===== src/rtl/core/nta_pkg.sv =====
package nta_pkg;

    // Function codes carried by an input word.
    localparam logic FUNC_HELLO = 1'b0;
    localparam logic FUNC_SWEEP = 1'b1;

    // Configuration register indexes.
    localparam logic CFG_OWN_ADDRESS = 1'b0;
    localparam logic CFG_TIMEOUT     = 1'b1;

    // Reset value of the timeout register, in seconds.
    localparam logic [15:0] TIMEOUT_RESET = 16'd10;

    // Result status codes.
    typedef enum logic [2:0] {
        STATUS_IGNORED = 3'd0,
        STATUS_NEW     = 3'd1,
        STATUS_UPDATED = 3'd2,
        STATUS_FULL    = 3'd3,
        STATUS_EXPIRED = 3'd4,
        STATUS_DONE    = 3'd5
    } status_t;

    // Sequencer states.
    typedef enum logic [1:0] {
        ST_IDLE,
        ST_RUN,
        ST_FINISH
    } state_t;

    // One table entry as held in the entry memory.
    typedef struct packed {
        logic [31:0] address;
        logic [15:0] seq;
        logic [31:0] heard;
    } entry_t;

    // One result word.
    typedef struct packed {
        status_t     status;
        logic [31:0] address;
        logic [15:0] seq;
        logic [3:0]  index;
        logic [4:0]  count;
        logic        last;
    } result_t;

endpackage


===== src/rtl/core/neighbor_table_with_aging_core.sv =====
// Channel   Direction  Handshake            Payload
// input     in         in_valid / in_stall  func, sender_address, sequence_req, now_seconds
// output    out        out_valid/out_stall  status, neighbor_address, neighbor_sequence,
//                                           entry_index, removed_count, last
// config    in         cfg_write            cfg_index, cfg_data
//
// Each word walks the entry memory one slot per cycle through its single read port. The
// final result is loaded when the scan ends (earlier when a hello finds its sender, and with
// no scan for a hello from the own address); the next word is taken once the sequencer is back
// in idle. Reset clears the valid bits and the control state at once; the entry memory
// itself is not cleared. While the output register is full and stalled, a sweep waits at
// each expired entry and any word waits at its final result; the next input word is taken
// while a finished result waits.
module neighbor_table_with_aging_core #(
    parameter int TABLE_ENTRIES = 16
) (
    input  logic        clk,
    input  logic        rst_n,

    input  logic        cfg_write,
    input  logic        cfg_index,
    input  logic [31:0] cfg_data,

    input  logic        in_valid,
    output logic        in_stall,
    input  logic        func,
    input  logic [31:0] sender_address,
    input  logic [15:0] sequence_req,
    input  logic [31:0] now_seconds,

    output logic        out_valid,
    input  logic        out_stall,
    output logic [2:0]  status,
    output logic [31:0] neighbor_address,
    output logic [15:0] neighbor_sequence,
    output logic [3:0]  entry_index,
    output logic [4:0]  removed_count,
    output logic        last
);

    localparam int IDX_W = (TABLE_ENTRIES > 1) ? $clog2(TABLE_ENTRIES) : 1;
    localparam int CNT_W = $clog2(TABLE_ENTRIES + 1);
    localparam logic [CNT_W-1:0] SCAN_END = CNT_W'(TABLE_ENTRIES);

    // Control state.
    nta_pkg::state_t state_reg, state_next;
    logic [CNT_W-1:0] issue_idx_reg, issue_idx_next;
    logic             chk_vld_reg, chk_vld_next;
    logic [IDX_W-1:0] chk_idx_reg, chk_idx_next;
    logic             free_found_reg, free_found_next;
    logic [IDX_W-1:0] free_idx_reg, free_idx_next;
    logic [CNT_W-1:0] removed_reg, removed_next;
    logic [TABLE_ENTRIES-1:0] valid_reg, valid_next;
    logic             out_valid_reg;
    logic [31:0]      own_address_reg;
    logic [15:0]      timeout_reg;

    // Latched input word and staged results.
    logic             func_reg;
    logic [31:0]      addr_reg;
    logic [15:0]      seq_reg;
    logic [31:0]      now_reg;
    nta_pkg::result_t res_reg, res_next;
    nta_pkg::result_t out_res_reg, out_res;
    logic             out_load;

    // Entry memory and its ports.
    nta_pkg::entry_t  mem [TABLE_ENTRIES];
    nta_pkg::entry_t  rd_data_reg;
    logic             rd_en;
    logic [IDX_W-1:0] rd_addr;
    logic             wr_en;
    logic [IDX_W-1:0] wr_addr;
    nta_pkg::entry_t  wr_data;

    // Derived terms.
    logic             in_accept;
    logic             out_busy;
    logic             scan_done;
    logic             slot_valid;
    logic             hit;
    logic             expired;
    logic             advance;
    logic [31:0]      age;
    logic [15:0]      max_seq;
    logic [IDX_W+3:0] chk_idx_ext;
    logic [IDX_W+3:0] free_idx_ext;
    logic [CNT_W+4:0] removed_ext;

    // Handshake and scan conditions.
    assign in_stall     = (state_reg != nta_pkg::ST_IDLE);
    assign in_accept    = in_valid && !in_stall;
    assign out_busy     = out_valid_reg && out_stall;
    assign scan_done    = !chk_vld_reg && (issue_idx_reg == SCAN_END);
    assign slot_valid   = chk_vld_reg && valid_reg[chk_idx_reg];
    assign age          = now_reg - rd_data_reg.heard;
    assign hit          = slot_valid && (rd_data_reg.address == addr_reg);
    assign expired      = slot_valid && (age > {16'd0, timeout_reg});
    assign advance      = !((func_reg == nta_pkg::FUNC_SWEEP) && expired && out_busy);
    assign max_seq      = (seq_reg > rd_data_reg.seq) ? seq_reg : rd_data_reg.seq;
    assign chk_idx_ext  = {4'd0, chk_idx_reg};
    assign free_idx_ext = {4'd0, free_idx_reg};
    assign removed_ext  = {5'd0, removed_reg};
    assign rd_addr      = issue_idx_reg[IDX_W-1:0];

    // Next state of the sequencer.
    always_comb
    begin
        state_next = state_reg;
        case (state_reg)
            nta_pkg::ST_IDLE:
            begin
                if (in_accept)
                begin
                    if (func == nta_pkg::FUNC_HELLO && sender_address == own_address_reg)
                        state_next = nta_pkg::ST_FINISH;
                    else
                        state_next = nta_pkg::ST_RUN;
                end
            end
            nta_pkg::ST_RUN:
            begin
                if (scan_done || (func_reg == nta_pkg::FUNC_HELLO && hit))
                    state_next = nta_pkg::ST_FINISH;
            end
            nta_pkg::ST_FINISH:
            begin
                if (!out_busy)
                    state_next = nta_pkg::ST_IDLE;
            end
            default:
            begin
                state_next = nta_pkg::ST_IDLE;
            end
        endcase
    end

    // Scan, table update and result selection.
    always_comb
    begin
        issue_idx_next  = issue_idx_reg;
        chk_vld_next    = chk_vld_reg;
        chk_idx_next    = chk_idx_reg;
        free_found_next = free_found_reg;
        free_idx_next   = free_idx_reg;
        removed_next    = removed_reg;
        valid_next      = valid_reg;
        res_next        = res_reg;
        out_res         = res_reg;
        out_load        = 1'b0;
        rd_en           = 1'b0;
        wr_en           = 1'b0;
        wr_addr         = chk_idx_reg;
        wr_data         = '{address: addr_reg, seq: max_seq, heard: now_reg};

        case (state_reg)
            nta_pkg::ST_IDLE:
            begin
                issue_idx_next  = '0;
                chk_vld_next    = 1'b0;
                free_found_next = 1'b0;
                removed_next    = '0;
                res_next        = '{status: nta_pkg::STATUS_IGNORED, address: 32'd0,
                                    seq: 16'd0, index: 4'd0, count: 5'd0, last: 1'b1};
            end
            nta_pkg::ST_RUN:
            begin
                // Issue the next read while the previous slot is checked.
                if (advance)
                begin
                    rd_en          = (issue_idx_reg != SCAN_END);
                    chk_vld_next   = rd_en;
                    chk_idx_next   = issue_idx_reg[IDX_W-1:0];
                    issue_idx_next = issue_idx_reg + CNT_W'(rd_en);
                end

                if (func_reg == nta_pkg::FUNC_HELLO)
                begin
                    // Remember the lowest free slot.
                    if (chk_vld_reg && !valid_reg[chk_idx_reg] && !free_found_reg)
                    begin
                        free_found_next = 1'b1;
                        free_idx_next   = chk_idx_reg;
                    end
                    if (hit)
                    begin
                        wr_en    = 1'b1;
                        res_next = '{status: nta_pkg::STATUS_UPDATED, address: addr_reg,
                                     seq: max_seq, index: chk_idx_ext[3:0], count: 5'd0,
                                     last: 1'b1};
                    end
                    else if (scan_done)
                    begin
                        if (free_found_reg)
                        begin
                            wr_en                   = 1'b1;
                            wr_addr                 = free_idx_reg;
                            wr_data                 = '{address: addr_reg, seq: seq_reg,
                                                        heard: now_reg};
                            valid_next[free_idx_reg] = 1'b1;
                            res_next = '{status: nta_pkg::STATUS_NEW, address: addr_reg,
                                         seq: seq_reg, index: free_idx_ext[3:0],
                                         count: 5'd0, last: 1'b1};
                        end
                        else
                        begin
                            res_next = '{status: nta_pkg::STATUS_FULL, address: 32'd0,
                                         seq: 16'd0, index: 4'd0, count: 5'd0, last: 1'b1};
                        end
                    end
                end
                else
                begin
                    // Report and drop an expired entry once the output is free.
                    if (expired && advance)
                    begin
                        valid_next[chk_idx_reg] = 1'b0;
                        removed_next            = removed_reg + 1'b1;
                        out_load                = 1'b1;
                        out_res = '{status: nta_pkg::STATUS_EXPIRED,
                                    address: rd_data_reg.address, seq: rd_data_reg.seq,
                                    index: chk_idx_ext[3:0], count: 5'd0, last: 1'b0};
                    end
                    if (scan_done)
                    begin
                        res_next = '{status: nta_pkg::STATUS_DONE, address: 32'd0,
                                     seq: 16'd0, index: 4'd0, count: removed_ext[4:0],
                                     last: 1'b1};
                    end
                end
            end
            nta_pkg::ST_FINISH:
            begin
                out_load = !out_busy;
            end
            default:
            begin
                out_load = 1'b0;
            end
        endcase
    end

    // Control registers with reset.
    always_ff @(posedge clk or negedge rst_n)
    begin
        if (!rst_n)
        begin
            state_reg       <= nta_pkg::ST_IDLE;
            issue_idx_reg   <= '0;
            chk_vld_reg     <= 1'b0;
            free_found_reg  <= 1'b0;
            removed_reg     <= '0;
            valid_reg       <= '0;
            out_valid_reg   <= 1'b0;
            own_address_reg <= 32'd0;
            timeout_reg     <= nta_pkg::TIMEOUT_RESET;
        end
        else
        begin
            state_reg      <= state_next;
            issue_idx_reg  <= issue_idx_next;
            chk_vld_reg    <= chk_vld_next;
            free_found_reg <= free_found_next;
            removed_reg    <= removed_next;
            valid_reg      <= valid_next;
            if (out_load)
                out_valid_reg <= 1'b1;
            else if (!out_stall)
                out_valid_reg <= 1'b0;
            if (cfg_write)
            begin
                if (cfg_index == nta_pkg::CFG_OWN_ADDRESS)
                    own_address_reg <= cfg_data;
                else
                    timeout_reg <= cfg_data[15:0];
            end
        end
    end

    // Payload registers.
    always_ff @(posedge clk)
    begin
        chk_idx_reg  <= chk_idx_next;
        free_idx_reg <= free_idx_next;
        res_reg      <= res_next;
        if (in_accept)
        begin
            func_reg <= func;
            addr_reg <= sender_address;
            seq_reg  <= sequence_req;
            now_reg  <= now_seconds;
        end
        if (out_load)
            out_res_reg <= out_res;
    end

    // Entry memory with one write and one registered read port.
    always_ff @(posedge clk)
    begin
        if (wr_en)
            mem[wr_addr] <= wr_data;
        if (rd_en)
            rd_data_reg <= mem[rd_addr];
    end

    // Output word.
    assign out_valid         = out_valid_reg;
    assign status            = out_res_reg.status;
    assign neighbor_address  = out_res_reg.address;
    assign neighbor_sequence = out_res_reg.seq;
    assign entry_index       = out_res_reg.index;
    assign removed_count     = out_res_reg.count;
    assign last              = out_res_reg.last;

endmodule

===== config.mk =====
export PLATFORM = sky130hd
export DESIGN_NAME = neighbor_table_with_aging_core
export DESIGN_NICKNAME = d
export VERILOG_FILES = /design/src/rtl/core/nta_pkg.sv /design/src/rtl/core/neighbor_table_with_aging_core.sv
export SDC_FILE = /design/constraint.sdc
export NUM_CORES = 2
export LEC_CHECK = 0
export BUFFER_PORTS_ARGS = -buffer_cell sky130_fd_sc_hd__buf_2
export CORE_MARGIN = 4
export CORE_UTILIZATION = 45
export DETAILED_ROUTE_END_ITERATION = 6
export PLACE_DENSITY_LB_ADDON = 0.25
export SYNTH_ARGS = -nofsm -noshare
export SYNTH_HDL_FRONTEND = slang
export SYNTH_SLANG_ARGS = --single-unit

===== constraint.sdc =====
create_clock -name clk -period 16.5 [get_ports clk]
set_clock_uncertainty 0.15 [all_clocks]
set_input_delay 4.95 -clock clk [delete_from_list [all_inputs] [get_ports clk]]
set_output_delay 4.95 -clock clk [all_outputs]
set_load 0.05 [all_outputs]

* Word level (Yosys, flattened, before mapping)
Memory sizes are Yosys's and may differ from the RTL's. A register that Yosys moved wholly into a read port is not among the register bits.
Index checks and enable logic that the tools add are counted.
** Cells by class
- Add/subtract/negate cells :: 3
- Multipliers :: 0
- Divide/modulo/power cells :: 0
- Magnitude comparators :: 6
- Equality and inequality tests :: 19
- Shift operators :: 0
- Mux-type cells :: 60
- Bitwise gates (word level) :: 7
- Reductions and logical operators :: 37
** Operators by type and width (number)
- two-way mux 61 bit :: 7
- two-way mux 48 bit :: 5
- one-hot mux 61 bit (2 select lines) :: 1
- two-way mux 16 bit :: 6
- == test 32 bit :: 2
- two-way mux 60 bit :: 1
- > comparator 32 x 16 -> 1 bit :: 1
- subtractor 32 bit :: 1
- two-way mux 4 bit :: 5
- one-hot mux 5 bit (2 select lines) :: 2
- two-way mux 1 bit :: 19
- != test 2 bit (second input constant) :: 9
- AND 16 bit :: 1
- > comparator 16 bit :: 1
- inverter 16 bit :: 1
- bitwise OR 16 bit :: 1
- logical AND 1 bit :: 15
- two-way mux 5 bit :: 3
- AND reduction 3 bit :: 5
- < comparator 4 x 5 -> 1 bit (second input constant) :: 2
- demux 1 bit (select 4 bit) :: 2
- >= comparator 4 x 1 -> 1 bit (second input constant) :: 2
- two-way mux 2 bit :: 4
- AND reduction 2 bit :: 4
- 17 further kinds :: 32
** Word-level totals
- Flip-flop bits (word level) :: 290
- Bits in latches :: 0
- Memory bits (writable) :: 1280
- Memory bits (read-only) :: 0
- Output and inout port bits :: 63
- Logic and storage cells :: 160
- Memories :: 1
** Memories
- mem :: words 16, width 80, read ports 1, clocked after memory_dff 1, write ports 1, line neighbor_table_with_aging_core.sv:68 : nta_pkg::entry_t mem [TABLE_ENTRIES];

* Logic depth before layout (Yosys ltp)
- Word-level depth :: 12
- Gate-level depth with buffers :: 22
- Depth with buffers taken out :: 20

* Worst setup path after synthesis
Ideal clock, no wire load.
- Path kind :: in2reg
- Start :: input port out_stall
- End :: register out_res_reg (netlist bit entry_index[0]) (enable)
- Arrival :: 8.585 ns
- Required time :: 15.850 ns
- Setup slack :: 7.265 ns
- Stages on the path :: 7
- Cell sequence :: nand2_1 nand2_1 nor2_1 o21ai_2 buf_4 buf_2 a21oi_1
** Between the ends
- Longest elaborated chain between the ends :: 7
- Elaborated cells on any way between the ends :: 8
** RTL lines
- from (decl) :: line neighbor_table_with_aging_core.sv:32 : input logic out_stall,
- logical AND 1 bit (*) :: line neighbor_table_with_aging_core.sv:93 : assign out_busy = out_valid_reg && out_stall;
- logical AND 1 bit :: line neighbor_table_with_aging_core.sv:99 : assign advance = !((func_reg == nta_pkg::FUNC_SWEEP) && expired && out_busy);
- logical NOT 1 bit :: line neighbor_table_with_aging_core.sv:99
- logical AND 1 bit :: line neighbor_table_with_aging_core.sv:215 : if (expired && advance)
- two-way mux 1 bit :: line neighbor_table_with_aging_core.sv:215
- two-way mux 1 bit :: line neighbor_table_with_aging_core.sv:177 : if (func_reg == nta_pkg::FUNC_HELLO)
- one-hot mux 1 bit (2 select lines) (*) :: line neighbor_table_with_aging_core.sv:156 : case (state_reg)
- net out_load :: line neighbor_table_with_aging_core.sv:65 : logic out_load;
- to (signal assigned) :: line neighbor_table_with_aging_core.sv:294 : out_res_reg <= out_res;
- to (decl) :: line neighbor_table_with_aging_core.sv:64 : nta_pkg::result_t out_res_reg, out_res;
Mark *: on every way through the listed nets, which the timed path passes. The rest lies on a longest branch.
A chain may end at the register's enable or synchronous reset.

* Final worst setup path
- Start :: register now_reg[0]
- End :: register, netlist name rd_data_reg[21]
** Between the ends
- Longest elaborated chain between the ends :: 7
** RTL lines
- from (decl) :: line neighbor_table_with_aging_core.sv:62 : logic [31:0] now_reg;
- from (signal assigned) :: line neighbor_table_with_aging_core.sv:291 : now_reg <= now_seconds;
- subtractor 32 bit :: line neighbor_table_with_aging_core.sv:96 : assign age = now_reg - rd_data_reg.heard;
- > comparator 32 x 16 -> 1 bit :: line neighbor_table_with_aging_core.sv:98 : assign expired = slot_valid && (age > {16'd0, timeout_reg});
- logical AND 1 bit :: line neighbor_table_with_aging_core.sv:98
- logical AND 1 bit (2 in series) :: line neighbor_table_with_aging_core.sv:99
- two-way mux 1 bit :: line neighbor_table_with_aging_core.sv:169 : if (advance)
- two-way mux 1 bit :: line neighbor_table_with_aging_core.sv:156
- net rd_en :: line neighbor_table_with_aging_core.sv:70 : logic rd_en;
The timed path passes the listed nets, and every way through them passes these cells.

==> impl_metrics.toml <==
[outcome]
status = "complete, no violations"

[drt]
drt_first_pass_iters = 5
vias = 31300
dr.first_iter.drc_count = 3313
final_antenna_net_count = 0
wirelength_mm = 153
avgViaCountPerCell = 5.82
wl_per_cell_um = 28.5
drc = 0

[setup_path]
path_class = "flop to flop"
slowest_delay_ns = 0.94
worstPathRequired_ns = 16.76
cp-start-kind = "flop"
endpoint_kind = "flop"
crit_path_cell_trace = "inv_1, ha_1, fa_1, nand2b_1, a21oi_1, o21a_1, nand2_1, o21bai_1, xor2_1, ha_1, a21oi_1, nand2_1, a2111oi_0, a22o_1, o211ai_1, a311oi_1, nand4_1, o31ai_2, and2_4, buf_4"
rrSetupSlack_ns = 8.87
slowest_stage = "o31ai_2"
crit_arrival_ns = 7.90
cp_max_fo = 43

[pwr]
p_int_w = 0.00825
clockPowerShare_pct = 32.8
swShare_pct = 27.7
comb_power_share_pct = 19.5
power_frac_seq_pct = 47.8
leakagePower_nw = 23.8
p_per_area_nw_per_um2 = 155
power.switching_w = 0.00317
peakVddDrop_v = 0.000123

[grt]
gr-total-overflow = 0
grt_usage_pct = 20.5
grt_max_degree = 102
antenna_found_initial = 2
grt_pass1_wl_mm = 225
first_global_vias = 32100

[sta]
hold_viol_final = 0
timing.setup.tns_ns = 0
slew_viol_final = 0
fin_crit_ns = 7.63
fmax_mhz = 131
setup_viol = 0
fin_hold_ws_ns = 0.350
tightest_slew_ns = 1.17
grt_setup_unrepaired = "false"
fin_crit_sh_pct = 46.3
maxSlewHeadroom_pct = 21.7

[placement]
hpwlAfterDp_mm = 85.7
dp_cells = 5078
gp_congestion = 0.839
portBuffers = 181
dpl_cell_area_um2 = 68300

[floorplanning]
die_h_um = 388
rows = 139
initial_core_util_pct = 45.3
core_area_um2 = 143000
fp.dieW_um = 388
ios = 182
die_area_um2 = 150000

[yosys]
netlist_area_um2 = 65000
yosysWarnings = 0
syn_nets = 3263
async_flop_share_pct = 4.79
synth_ff_type = "edfxtp_1"
ys_seq_elements = 1649
synth_cells = 3074
synth.distinct_cells = 71
yosysSeqAreaShare_pct = 75.6
syn_area_per_cell_um2 = 21.1
synth_edf_count = 1570

[cells_and_area]
final_cell_count_no_fill = 5381
area.growth.synth_to_final_pct = 13.5
largest_register_ffs = 1280
drive_above_1_share_pct = 28.1
multi_input_area_um2 = 15100
diodes = 0
ff_latch_area_um2 = 49100
nFillCells = 11200
design_area_um2 = 73700
finish.net_count = 3531

[cts]
clock-sinks = 1649
ctsHoldBuffers = 0
clk_latency_ns = 0.80
cts_buffers = 165
cts_resized = 0
clk_pin_slew_worst_paths_ns = 0.06
cts_tree = "yes"
cts_setup_buffers = 0
htreeDepth = 4
root_buffer = "clkbuf_16"
cts_max_path_buffers = 3

[min_path]
hp-class = "flop to flop"

[run]
cap_violations = 0
## cells in the final DEF (no fill, tap or decap), types with 40 or more instances in the layout
| master | n |
|---|---|
| edfxtp_1 | 1570 |
| mux4_2 | 405 |
| buf_2 | 180 |
| clkbuf_16 | 173 |
| inv_1 | 94 |
| nand2_1 | 91 |
| dfrtp_1 | 73 |
| mux2_2 | 69 |
| ha_1 | 69 |
| xor2_1 | 55 |
| buf_4 | 55 |
| a21oi_1 | 50 |
| clkinv_1 | 41 |
| and2_1 | 40 |
## power groups by stage
stage	registers, W	clock network (W)	logic [W]
after floorplan	0.00555	0	0.00152
after global placement	0.00554	0	0.00223
after detailed placement	0.00555	0	0.00224
after CTS	0.00546	0.00381	0.00225
after global routing	0.00550	0.00400	0.00240
final	0.00545	0.00374	0.00222
## metal layers
metal / global-route usage [%] / vias up / share of wire [%]
li1: - / 13200 / -
met1: 29.3 / 16900 / 43
met2: 33.1 / 1039 / 49
met3: 4.09 / 188 / 6.7
met4: 4.09 / 0 / 1.6
met5: 0 / - / 0
## path summary, 6_finish.rpt
kind                                           start                         endpoint  cells after the start
min                        valid_reg[12]$_DFFE_PN0P_        valid_reg[12]$_DFFE_PN0P_                      2
min reg2reg                valid_reg[12]$_DFFE_PN0P_        valid_reg[12]$_DFFE_PN0P_                      2
max reg2reg                     now_reg[0]$_DFFE_PP_        rd_data_reg[21]$_DFFE_PP_                     20
max                             now_reg[0]$_DFFE_PP_        rd_data_reg[21]$_DFFE_PP_                     20
min in group asynchronous                      rst_n         state_reg[0]$_DFFE_PN0P_                      1
max in group asynchronous                      rst_n  own_address_reg[24]$_DFFE_PN0P_                      2
## critical path, delay by kind of cell (launching register included)
| family | cells | cell delay, ns |
|---|---|---|
| AO/OA/AOI/OAI | 9 | 2.71 |
| XOR/XNOR | 1 | 0.20 |
| adder cells (fa/ha/maj) | 3 | 0.96 |
| buffers and inverters | 2 | 0.89 |
| flip-flops | 1 | 0.63 |
| AND/OR/NAND/NOR | 5 | 1.66 |
## metrics by stage
| stage | utilization (%) | worst slack, ns | total power [W] |
|---|---|---|---|
| final | 51.4 | 8.87 | 0.0114 |
| after global routing | 51.4 | 8.35 | 0.0119 |
| after CTS | 51.4 | 8.82 | 0.0115 |
| after detailed placement | 47.6 | 8.75 | 0.00779 |
| after global placement | 47.6 | 8.79 | 0.00776 |
| after floorplan | - | 7.26 | 0.00707 |
## synthesized netlist by cell type (27+ instances only)
library cell  number  share of area (%)
mux4_2           405                 14
nor2_1            50               0.29
ha_1              69                1.3
buf_1             33               0.19
o21ai_1           27               0.21
inv_1             94               0.54
o21ai_0           35               0.27
and2_1            41               0.39
xor2_1            55               0.74
edfxtp_1        1570                 73
clkbuf_1          81               0.47
a21oi_1           53               0.41
dfrtp_1           77                3.0
nand2_1           91               0.53
mux2_2            69                1.2
## cell type report
cell class / count / share of cell area [%]
clock buffers: 209 / 6.09
clock inverters: 94 / 1.24
inverters: 94 / 0.478
multi-input cells: 1195 / 20.5
flip-flops and latches: 1649 / 66.6
well taps: 1903 / 3.23
repair buffers: 237 / 1.84
## cells by family (layout without fill, tap and decap cells)
family | Yosys count | in the layout | synth area share (%)
flops | 1649 | 1649 | 75.6
mux | 503 | 503 | 15.7
simple gates | 294 | 294 | 2.26
compound gates | 251 | 251 | 2.58
buf+inv | 230 | 634 | 1.40
xor+xnor | 77 | 77 | 1.04
fa+ha+maj | 70 | 70 | 1.36
No activity file was read; power rests on OpenSTA's default activity.
